### config.mk
export PLATFORM = sky130hd
export DESIGN_NAME = nearest_frame_rate_converter_flat
export DESIGN_NICKNAME = d
export VERILOG_FILES = /design/src/hw/rtl/nfrc_pkg.sv /design/src/hw/rtl/nfrc_if.sv /design/src/hw/rtl/nearest_frame_rate_converter.sv /design/src/hw/rtl/nfrc_csr.sv /design/src/hw/rtl/nfrc_mul.sv /design/src/flat_wrapper.sv
export SDC_FILE = /design/constraint.sdc
export NUM_CORES = 1
export LEC_CHECK = 0
export BUFFER_PORTS_ARGS = -buffer_cell sky130_fd_sc_hd__buf_2
export CAP_MARGIN = 25
export CELL_PAD_IN_SITES_DETAIL_PLACEMENT = 1
export CELL_PAD_IN_SITES_GLOBAL_PLACEMENT = 2
export CORE_ASPECT_RATIO = 0.8
export CORE_UTILIZATION = 40
export DETAILED_ROUTE_END_ITERATION = 7
export GPL_TIMING_DRIVEN = 0
export PLACE_DENSITY_LB_ADDON = 0.2
export SYNTH_ARGS = -nofsm -noshare
export SYNTH_HDL_FRONTEND = slang
export SYNTH_SLANG_ARGS = --single-unit
### constraint.sdc
create_clock -name clock -period 8.8 [get_ports clock]
set_input_delay 0.44 -clock clock [delete_from_list [all_inputs] [get_ports clock]]
set_output_delay 0.44 -clock clock [all_outputs]
set_load 0.005 [all_outputs]
### src/hw/rtl/nfrc_pkg.sv
package nfrc_pkg;

   localparam int RATE_W     = 19;
   localparam int MUL_A_W    = RATE_W + 1;
   localparam int PROD_W     = MUL_A_W + RATE_W;
   localparam int MAX_COPIES = 64;
   localparam int COPY_W     = $clog2(MAX_COPIES + 1);
   localparam int CSR_IDX_W  = 2;

   typedef logic [RATE_W-1:0]    rate_type;
   typedef logic [CSR_IDX_W-1:0] csr_idx_type;

   localparam csr_idx_type CSR_INPUT_RATE  = 2'd0;
   localparam csr_idx_type CSR_OUTPUT_RATE = 2'd1;

   localparam rate_type INPUT_RATE_RST  = 19'd44100;
   localparam rate_type OUTPUT_RATE_RST = 19'd48000;

   typedef struct packed {
      rate_type in_rate;
      rate_type out_rate;
      logic     clear;
   } rate_cfg_type;

   typedef enum logic [6:0] {
      ST_IDLE     = 7'b0000001,
      ST_EQ       = 7'b0000010,
      ST_LIM_MUL  = 7'b0000100,
      ST_LIM_HOLD = 7'b0001000,
      ST_SRC_MUL  = 7'b0010000,
      ST_CMP      = 7'b0100000,
      ST_WRAP     = 7'b1000000
   } state_type;

   function automatic rate_type eff_rate(input rate_type r);
      return (r == '0) ? rate_type'(1) : r;
   endfunction

endpackage

### src/hw/rtl/nfrc_if.sv
interface nfrc_req_if #(parameter int FRAME_BITS = 64) ();
   logic                  valid;
   logic                  ready;
   logic [FRAME_BITS-1:0] frame_data;

   modport source (output valid, output frame_data, input ready);
   modport sink (input valid, input frame_data, output ready);
endinterface

interface nfrc_rsp_if #(parameter int FRAME_BITS = 64) ();
   logic                  valid;
   logic                  ready;
   logic [FRAME_BITS-1:0] out_frame;
   logic                  last_copy;

   modport source (output valid, output out_frame, output last_copy, input ready);
   modport sink (input valid, input out_frame, input last_copy, output ready);
endinterface

interface nfrc_csr_if ();
   logic                   valid;
   logic                   ready;
   nfrc_pkg::csr_idx_type  index;
   nfrc_pkg::rate_type     data;

   modport source (output valid, output index, output data, input ready);
   modport sink (input valid, input index, input data, output ready);
endinterface

### src/hw/rtl/nearest_frame_rate_converter.sv
// Drop-or-repeat frame rate converter, one whole audio frame per word.
// req_bus carries input frames, rsp_bus the copies, each with last_copy set
// on the final copy for its input frame; a frame may give no copy at all.
// csr_bus writes input_rate (index 0) or output_rate (index 1); either write
// clears both frame counts. A rate of zero acts as one.
// Each pending output index is tested against the arriving frame by one
// shared registered 20x19 multiplier: out_count*input_rate is compared with
// (in_count+1)*output_rate. The sequencer takes one frame at a time and
// drops req_bus.ready until that frame is finished.
// Per frame: one limit product, then one multiply and test per candidate copy,
// or no multiply at all when the rates are equal; at most 64 copies per frame.
// A copy sits in an output register; while rsp_bus stalls the sequencer
// holds at the next copy, and the next frame can be taken while the
// final copy still waits.
// Reset (synchronous) restores 44100 and 48000 and clears the counts.
module nearest_frame_rate_converter #(
   parameter int FRAME_BITS = 64
) (
   input  logic        clock,
   input  logic        reset,
   nfrc_req_if.sink    req_bus,
   nfrc_rsp_if.source  rsp_bus,
   nfrc_csr_if.sink    csr_bus
);

   nfrc_pkg::rate_cfg_type           rate_cfg;
   nfrc_pkg::state_type              state_ff, state_in;
   logic [FRAME_BITS-1:0]            frame_ff, frame_in;
   nfrc_pkg::rate_type               in_count_ff, in_count_in;
   nfrc_pkg::rate_type               out_count_ff, out_count_in;
   logic [nfrc_pkg::COPY_W-1:0]      copies_ff, copies_in;
   logic                             pend_ff, pend_in;
   logic [nfrc_pkg::PROD_W-1:0]      lim_ff, lim_in;
   logic                             rsp_valid_ff, rsp_valid_in;
   logic [FRAME_BITS-1:0]            rsp_frame_ff, rsp_frame_in;
   logic                             rsp_last_ff, rsp_last_in;

   logic [nfrc_pkg::MUL_A_W-1:0]     mul_a;
   nfrc_pkg::rate_type               mul_b;
   logic [nfrc_pkg::PROD_W-1:0]      prod;
   nfrc_pkg::rate_type               in_next;
   logic                             wrap;
   logic                             hit;
   logic                             out_free;
   logic                             load;
   logic                             load_last;

   nfrc_csr u_csr (
      .clock    (clock),
      .reset    (reset),
      .csr_bus  (csr_bus),
      .rate_cfg (rate_cfg)
   );

   always_comb begin
      if (state_ff == nfrc_pkg::ST_LIM_MUL) begin
         mul_a = {1'b0, in_next};
         mul_b = rate_cfg.out_rate;
      end else begin
         mul_a = {1'b0, out_count_ff};
         mul_b = rate_cfg.in_rate;
      end
   end

   nfrc_mul u_mul (
      .clock   (clock),
      .mul_a   (mul_a),
      .mul_b   (mul_b),
      .prod_ff (prod)
   );

   assign in_next  = in_count_ff + 1'b1;
   assign wrap     = (in_next == rate_cfg.in_rate);
   assign hit      = (prod < lim_ff) &&
                     (copies_ff != nfrc_pkg::COPY_W'(nfrc_pkg::MAX_COPIES));
   assign out_free = !rsp_valid_ff || rsp_bus.ready;

   assign req_bus.ready     = (state_ff == nfrc_pkg::ST_IDLE);
   assign rsp_bus.valid     = rsp_valid_ff;
   assign rsp_bus.out_frame = rsp_frame_ff;
   assign rsp_bus.last_copy = rsp_last_ff;

   always_comb begin
      state_in     = state_ff;
      frame_in     = frame_ff;
      in_count_in  = in_count_ff;
      out_count_in = out_count_ff;
      copies_in    = copies_ff;
      pend_in      = pend_ff;
      lim_in       = lim_ff;
      load         = 1'b0;
      load_last    = 1'b0;

      unique case (state_ff)
         nfrc_pkg::ST_IDLE: begin
            if (req_bus.valid) begin
               frame_in  = req_bus.frame_data;
               copies_in = '0;
               pend_in   = 1'b0;
               state_in  = (rate_cfg.in_rate == rate_cfg.out_rate) ?
                           nfrc_pkg::ST_EQ : nfrc_pkg::ST_LIM_MUL;
            end
         end
         nfrc_pkg::ST_EQ: begin
            if (out_free) begin
               load         = 1'b1;
               load_last    = 1'b1;
               out_count_in = out_count_ff + 1'b1;
               state_in     = nfrc_pkg::ST_WRAP;
            end
         end
         nfrc_pkg::ST_LIM_MUL: begin
            state_in = nfrc_pkg::ST_LIM_HOLD;
         end
         nfrc_pkg::ST_LIM_HOLD: begin
            lim_in   = prod;
            state_in = nfrc_pkg::ST_CMP;
         end
         nfrc_pkg::ST_SRC_MUL: begin
            state_in = nfrc_pkg::ST_CMP;
         end
         nfrc_pkg::ST_CMP: begin
            // the previous copy goes out once we know whether it is the last
            if (!pend_ff || out_free) begin
               load = pend_ff;
               if (hit) begin
                  pend_in      = 1'b1;
                  copies_in    = copies_ff + 1'b1;
                  out_count_in = out_count_ff + 1'b1;
                  state_in     = nfrc_pkg::ST_SRC_MUL;
               end else begin
                  load_last = 1'b1;
                  pend_in   = 1'b0;
                  state_in  = nfrc_pkg::ST_WRAP;
               end
            end
         end
         nfrc_pkg::ST_WRAP: begin
            if (wrap) begin
               in_count_in  = '0;
               out_count_in = (out_count_ff >= rate_cfg.out_rate) ?
                              out_count_ff - rate_cfg.out_rate : '0;
            end else begin
               in_count_in = in_next;
            end
            state_in = nfrc_pkg::ST_IDLE;
         end
         default: begin
            state_in = nfrc_pkg::ST_IDLE;
         end
      endcase

      if (rate_cfg.clear) begin
         in_count_in  = '0;
         out_count_in = '0;
      end
   end

   always_comb begin
      rsp_valid_in = rsp_valid_ff && !rsp_bus.ready;
      rsp_frame_in = rsp_frame_ff;
      rsp_last_in  = rsp_last_ff;
      if (load) begin
         rsp_valid_in = 1'b1;
         rsp_frame_in = frame_ff;
         rsp_last_in  = load_last;
      end
   end

   always_ff @(posedge clock) begin
      if (reset) begin
         state_ff     <= nfrc_pkg::ST_IDLE;
         in_count_ff  <= '0;
         out_count_ff <= '0;
         copies_ff    <= '0;
         pend_ff      <= 1'b0;
         rsp_valid_ff <= 1'b0;
      end else begin
         state_ff     <= state_in;
         in_count_ff  <= in_count_in;
         out_count_ff <= out_count_in;
         copies_ff    <= copies_in;
         pend_ff      <= pend_in;
         rsp_valid_ff <= rsp_valid_in;
      end
   end

   always_ff @(posedge clock) begin
      frame_ff     <= frame_in;
      lim_ff       <= lim_in;
      rsp_frame_ff <= rsp_frame_in;
      rsp_last_ff  <= rsp_last_in;
   end

   a_copies_bounded: assert property (@(posedge clock) disable iff (reset)
      copies_ff <= nfrc_pkg::COPY_W'(nfrc_pkg::MAX_COPIES))
      else $error("copy count above limit");

   a_in_count_below_rate: assert property (@(posedge clock) disable iff (reset)
      in_count_ff < rate_cfg.in_rate)
      else $error("input count not below input rate");

   a_fresh_frame: assert property (@(posedge clock) disable iff (reset)
      (req_bus.valid && req_bus.ready) |=> (copies_ff == '0) && !pend_ff)
      else $error("new frame started with stale copy state");

endmodule

### src/hw/rtl/nfrc_csr.sv
module nfrc_csr (
   input  logic                   clock,
   input  logic                   reset,
   nfrc_csr_if.sink               csr_bus,
   output nfrc_pkg::rate_cfg_type rate_cfg
);

   nfrc_pkg::rate_type in_rate_ff, in_rate_in;
   nfrc_pkg::rate_type out_rate_ff, out_rate_in;
   logic               hit;

   assign csr_bus.ready = 1'b1;

   always_comb begin
      in_rate_in  = in_rate_ff;
      out_rate_in = out_rate_ff;
      hit         = 1'b0;
      if (csr_bus.valid) begin
         unique case (csr_bus.index)
            nfrc_pkg::CSR_INPUT_RATE: begin
               in_rate_in = csr_bus.data;
               hit        = 1'b1;
            end
            nfrc_pkg::CSR_OUTPUT_RATE: begin
               out_rate_in = csr_bus.data;
               hit         = 1'b1;
            end
            default: begin
               hit = 1'b0;
            end
         endcase
      end
   end

   always_ff @(posedge clock) begin
      if (reset) begin
         in_rate_ff  <= nfrc_pkg::INPUT_RATE_RST;
         out_rate_ff <= nfrc_pkg::OUTPUT_RATE_RST;
      end else begin
         in_rate_ff  <= in_rate_in;
         out_rate_ff <= out_rate_in;
      end
   end

   assign rate_cfg.in_rate  = nfrc_pkg::eff_rate(in_rate_ff);
   assign rate_cfg.out_rate = nfrc_pkg::eff_rate(out_rate_ff);
   assign rate_cfg.clear    = hit;

endmodule

### src/hw/rtl/nfrc_mul.sv
module nfrc_mul (
   input  logic                              clock,
   input  logic [nfrc_pkg::MUL_A_W-1:0]      mul_a,
   input  nfrc_pkg::rate_type                mul_b,
   output logic [nfrc_pkg::PROD_W-1:0]       prod_ff
);

   logic [nfrc_pkg::PROD_W-1:0] prod_in;

   assign prod_in = mul_a * mul_b;

   always_ff @(posedge clock) begin
      prod_ff <= prod_in;
   end

endmodule
### src/flat_wrapper.sv
// flat-port wrapper written by rule: the top's interface ports become plain ports
module nearest_frame_rate_converter_flat 
#(
   parameter int FRAME_BITS = 64
)
  (clock, reset, req_bus_valid, req_bus_frame_data, req_bus_ready, rsp_bus_valid, rsp_bus_out_frame, rsp_bus_last_copy, rsp_bus_ready, csr_bus_valid, csr_bus_index, csr_bus_data, csr_bus_ready);
  nfrc_req_if #(.FRAME_BITS(FRAME_BITS)) req_bus_i ();
  nfrc_rsp_if #(.FRAME_BITS(FRAME_BITS)) rsp_bus_i ();
  nfrc_csr_if csr_bus_i ();
  input  logic clock;
  input  logic reset;
  input wire logic [$bits(req_bus_i.valid)-1:0] req_bus_valid;
  input wire logic [$bits(req_bus_i.frame_data)-1:0] req_bus_frame_data;
  output wire logic [$bits(req_bus_i.ready)-1:0] req_bus_ready;
  output wire logic [$bits(rsp_bus_i.valid)-1:0] rsp_bus_valid;
  output wire logic [$bits(rsp_bus_i.out_frame)-1:0] rsp_bus_out_frame;
  output wire logic [$bits(rsp_bus_i.last_copy)-1:0] rsp_bus_last_copy;
  input wire logic [$bits(rsp_bus_i.ready)-1:0] rsp_bus_ready;
  input wire logic [$bits(csr_bus_i.valid)-1:0] csr_bus_valid;
  input wire logic [$bits(csr_bus_i.index)-1:0] csr_bus_index;
  input wire logic [$bits(csr_bus_i.data)-1:0] csr_bus_data;
  output wire logic [$bits(csr_bus_i.ready)-1:0] csr_bus_ready;
  assign req_bus_i.valid = req_bus_valid;
  assign req_bus_i.frame_data = req_bus_frame_data;
  assign req_bus_ready = req_bus_i.ready;
  assign rsp_bus_valid = rsp_bus_i.valid;
  assign rsp_bus_out_frame = rsp_bus_i.out_frame;
  assign rsp_bus_last_copy = rsp_bus_i.last_copy;
  assign rsp_bus_i.ready = rsp_bus_ready;
  assign csr_bus_i.valid = csr_bus_valid;
  assign csr_bus_i.index = csr_bus_index;
  assign csr_bus_i.data = csr_bus_data;
  assign csr_bus_ready = csr_bus_i.ready;
  nearest_frame_rate_converter #(.FRAME_BITS(FRAME_BITS)) u_core (.clock(clock), .reset(reset), .req_bus(req_bus_i), .rsp_bus(rsp_bus_i), .csr_bus(csr_bus_i));
endmodule
==> metrics <==
pre-CTS setup slack -0.962 ns; critical path class flop to flop; Top delay family on crit path adder cells; Post-synth EDFFs 167; fillers about 7000; number of buffers created by CTS 34; count leader, synth inv_1; Worst-Skew Late Latency 0.57 ns; Worst Hold Depth 1; busiest layer in global routing met2; Period minus WS final 8.50 ns; CP startpoint kind flop; fin nets about 3400; Synthesis Warnings 0; Area Growth Syn to Fin 13.8%; Slowest-stage cell, CP fa_1; worst r2r src u_core.in_count_ff[11]; Port Buffers roughly 160; Slew Viols, Final 0; M2 GR Usage 44.0%; worst min path class input port to flop; Clock Tree Buf Depth 3; largest net degree at the start of global routing 46; post-synth top area share between 20 and 25%; DRC Markers 0; die area 64200 um^2; worst-margin pin slew roughly 1.1 ns; initial drt markers 1332; top_reg_cell synth edfxtp_1; # Max-Cap Violations 0; Die H approximately 230 um; setup TNS 0 ns; CP startpoint u_core.in_count_ff[11]; Layout Utilization roughly 46%; Worst Path Buf+Inv 5; Critical Path Fanout Max 10; Reg2Reg Depth 27; Post-Synth Adder-Cell Area between 30% and 40%; post-synthesis sequential area ratio 30.1%; syn_nets roughly 3200; clock sinks 297; RSZ-0062 raised after global routing true; worst reg-to-reg setup slack 0.30 ns; dpl hpwl 71.2 mm; pwr dens 107 nW/um^2; Stages on worst setup path 27; Antenna Nets Post-Route 0; die width ~280 um; outcome finished, final reports clean; Worst R2R End u_core.u_mul.prod_ff[36]; Mapped Area 25300 um^2; proportion of layout cells with a drive suffix above 1 12.3%; core footprint ~63000 um^2; gr ovfl total 0; post-route cell area about 29000 um^2; Most common cell on crit path fa_1; antenna violations before repair 5; crit path capture type flop; sequential cell area 7620 um^2; asr flop ratio synth 0%; Post-Synth XOR/XNOR Area about 3.7%; Avg WL per Cell roughly 23 um; clock slew at reported path FFs roughly 0.06 ns; GR Layer Usage met3 4.29%; Synth cell types between 80 and 90; CP required ~9.3 ns; row cnt 82; routing usage on met1 about two fifths; multi-input logic area about 16000 um^2; P_leak 13.1 nW; Setup-failing EPs final 0; period utilization 96.6%; Worst Slack Setup Final about 0.30 ns; most area-consuming cells after synthesis fa_1 23%, edfxtp_1 20%, dfxtp_1 10%; #FFs+latches synth 297; CTS tree done; multiplexer area fraction after synthesis less than 1%; root buf cell clkbuf_16; vias 20188; Mean Syn Cell Area 9.48 um^2; hold_buf cts 0; hold endpoint u_core.frame_ff[3]; routed vias/inst ~5.4; drt first pass iters 5; Syn Inst Count 2666; largest family of logic cells by synthesized area adder cells; total wire length around 87 mm; setup skew after layout approximately 0.034 ns; Starting Density between 40% and 50%; Worst path max stage delay 0.67 ns; Compound-Gate Fraction of Synth Area roughly 9.8%; HP Start req_bus_frame_data[3]; IO Pins between 150 and 200; diode count 0; Slew headroom around 28%; post-synth top area cell fa_1; Max Freq ~0.12 GHz; worst vdd ir ~0.13 mV; top cells by count, synth 454 x inv_1, 307 x nor2_1, 301 x nand2_1, 289 x fa_1, 183 x ha_1; gpl congestion 0.951; Final Hold Fails 0; H-tree Lvls 2; GRT Total Usage approximately 27%; number of global-route vias before repair 21620; Synth Area in Simple Gates between 15 and 20%; worst endpoint data arrival time just under 9 ns; Post-DP Area approximately 27000 um^2; first-pass GRT wire length around 130 mm; PnR Total Power 3.08 mW
worst max path at each step:
| stage | to |
|---|---|
| 2_1_floorplan | u_core.u_mul.prod_ff[37] |
| 3_3_place_gp | u_core.u_mul.prod_ff[37] |
| 3_5_place_dp | u_core.u_mul.prod_ff[37] |
| 4_1_cts | u_core.u_mul.prod_ff[37] |
| 5_1_grt | u_core.u_mul.prod_ff[37] |
| 6_report | u_core.u_mul.prod_ff[36] |
state kept, by name, indices dropped and copies added (netlist names), 19 cells and up:
name	count
u_core.frame_ff	64
u_core.rsp_bus.out_frame	64
u_core.lim_ff	38
u_core.u_mul.prod_ff	38
u_core.in_count_ff	19
u_core.out_count_ff	19
u_core.u_csr.in_rate_ff	19
u_core.u_csr.out_rate_ff	19
worst register-to-register path: cells and delay by family, from the launching register on:
| kind | cells | cell delay [ns] |
|---|---|---|
| buffers and inverters | 5 | 0.69 |
| adders and majority gates | 7 | 3.65 |
| and+or+nand+nor | 5 | 1.28 |
| xor gates and xnor gates | 2 | 0.39 |
| DFF | 1 | 0.33 |
| AOI/OAI and AO/OA | 8 | 2.06 |
stage by stage:
stage,hold slack (ns),cells
6_report,0.0379,3747
2_1_floorplan,0.400,2666
5_1_grt,0.0222,3747
3_3_place_gp,0.400,3661
3_5_place_dp,0.406,3689
4_1_cts,0.0152,3742
final cells by class:
class / count / area share, %
inverter: 454 / 5.92
tap: 840 / 3.65
buffer: 105 / 1.68
timing repair buffer: 189 / 3.73
clock buffer: 45 / 3.10
multi-input combinational: 1802 / 54.9
sequential: 297 / 26.5
clock inverter: 15 / 0.569
layer usage:
| metal | part of all wire [%] | wire length (um) |
|---|---|---|
| met1 | 46 | 39700 |
| met2 | 45 | 38800 |
| met3 | 6.3 | 5470 |
| met4 | 3.2 | 2740 |
| met5 | 0 | 0 |
cells in the final DEF, fill, tap and decap left out, types with 24 or more instances in the layout:
| cell type | synthesis | routed |
|---|---|---|
| buf_4 | 6 | 33 |
| nor2_1 | 307 | 306 |
| ha_1 | 183 | 182 |
| fa_1 | 289 | 289 |
| dfxtp_1 | 130 | 130 |
| a21oi_1 | 112 | 99 |
| xor2_1 | 43 | 43 |
| nand2_1 | 301 | 301 |
| inv_1 | 454 | 453 |
| xnor2_1 | 46 | 46 |
| buf_2 | 9 | 169 |
| nor3_1 | 25 | 24 |
| clkbuf_16 | 0 | 34 |
| edfxtp_1 | 167 | 167 |
| o21ai_0 | 62 | 59 |
| clkbuf_1 | 93 | 72 |
| nand3_1 | 44 | 44 |
| a21o_1 | 40 | 37 |
power breakdown:
part,switching (mW),total (mW),internal (mW)
combinational,0.144,0.207,0.0624
clock,0.604,1.36,0.757
sequential,0.0143,1.51,1.50
cell families after synthesis:
group | Yosys count
compound gates | 370
xor+xnor | 96
fa+ha+maj | 472
buf+inv | 567
flops | 297
mux | 13
other cells | 1
simple gates | 850
timing repair:
| item | CTS | global route |
|---|---|---|
| resized for setup | 46 | 54 |
| setup buffers | 1 | 4 |
| pin swaps | 1 | 3 |
| setup endpoints to repair | 14 | 10 |
| hold endpoints to repair | 0 | 0 |
Note: power is estimated with default switching activity, not from simulation.
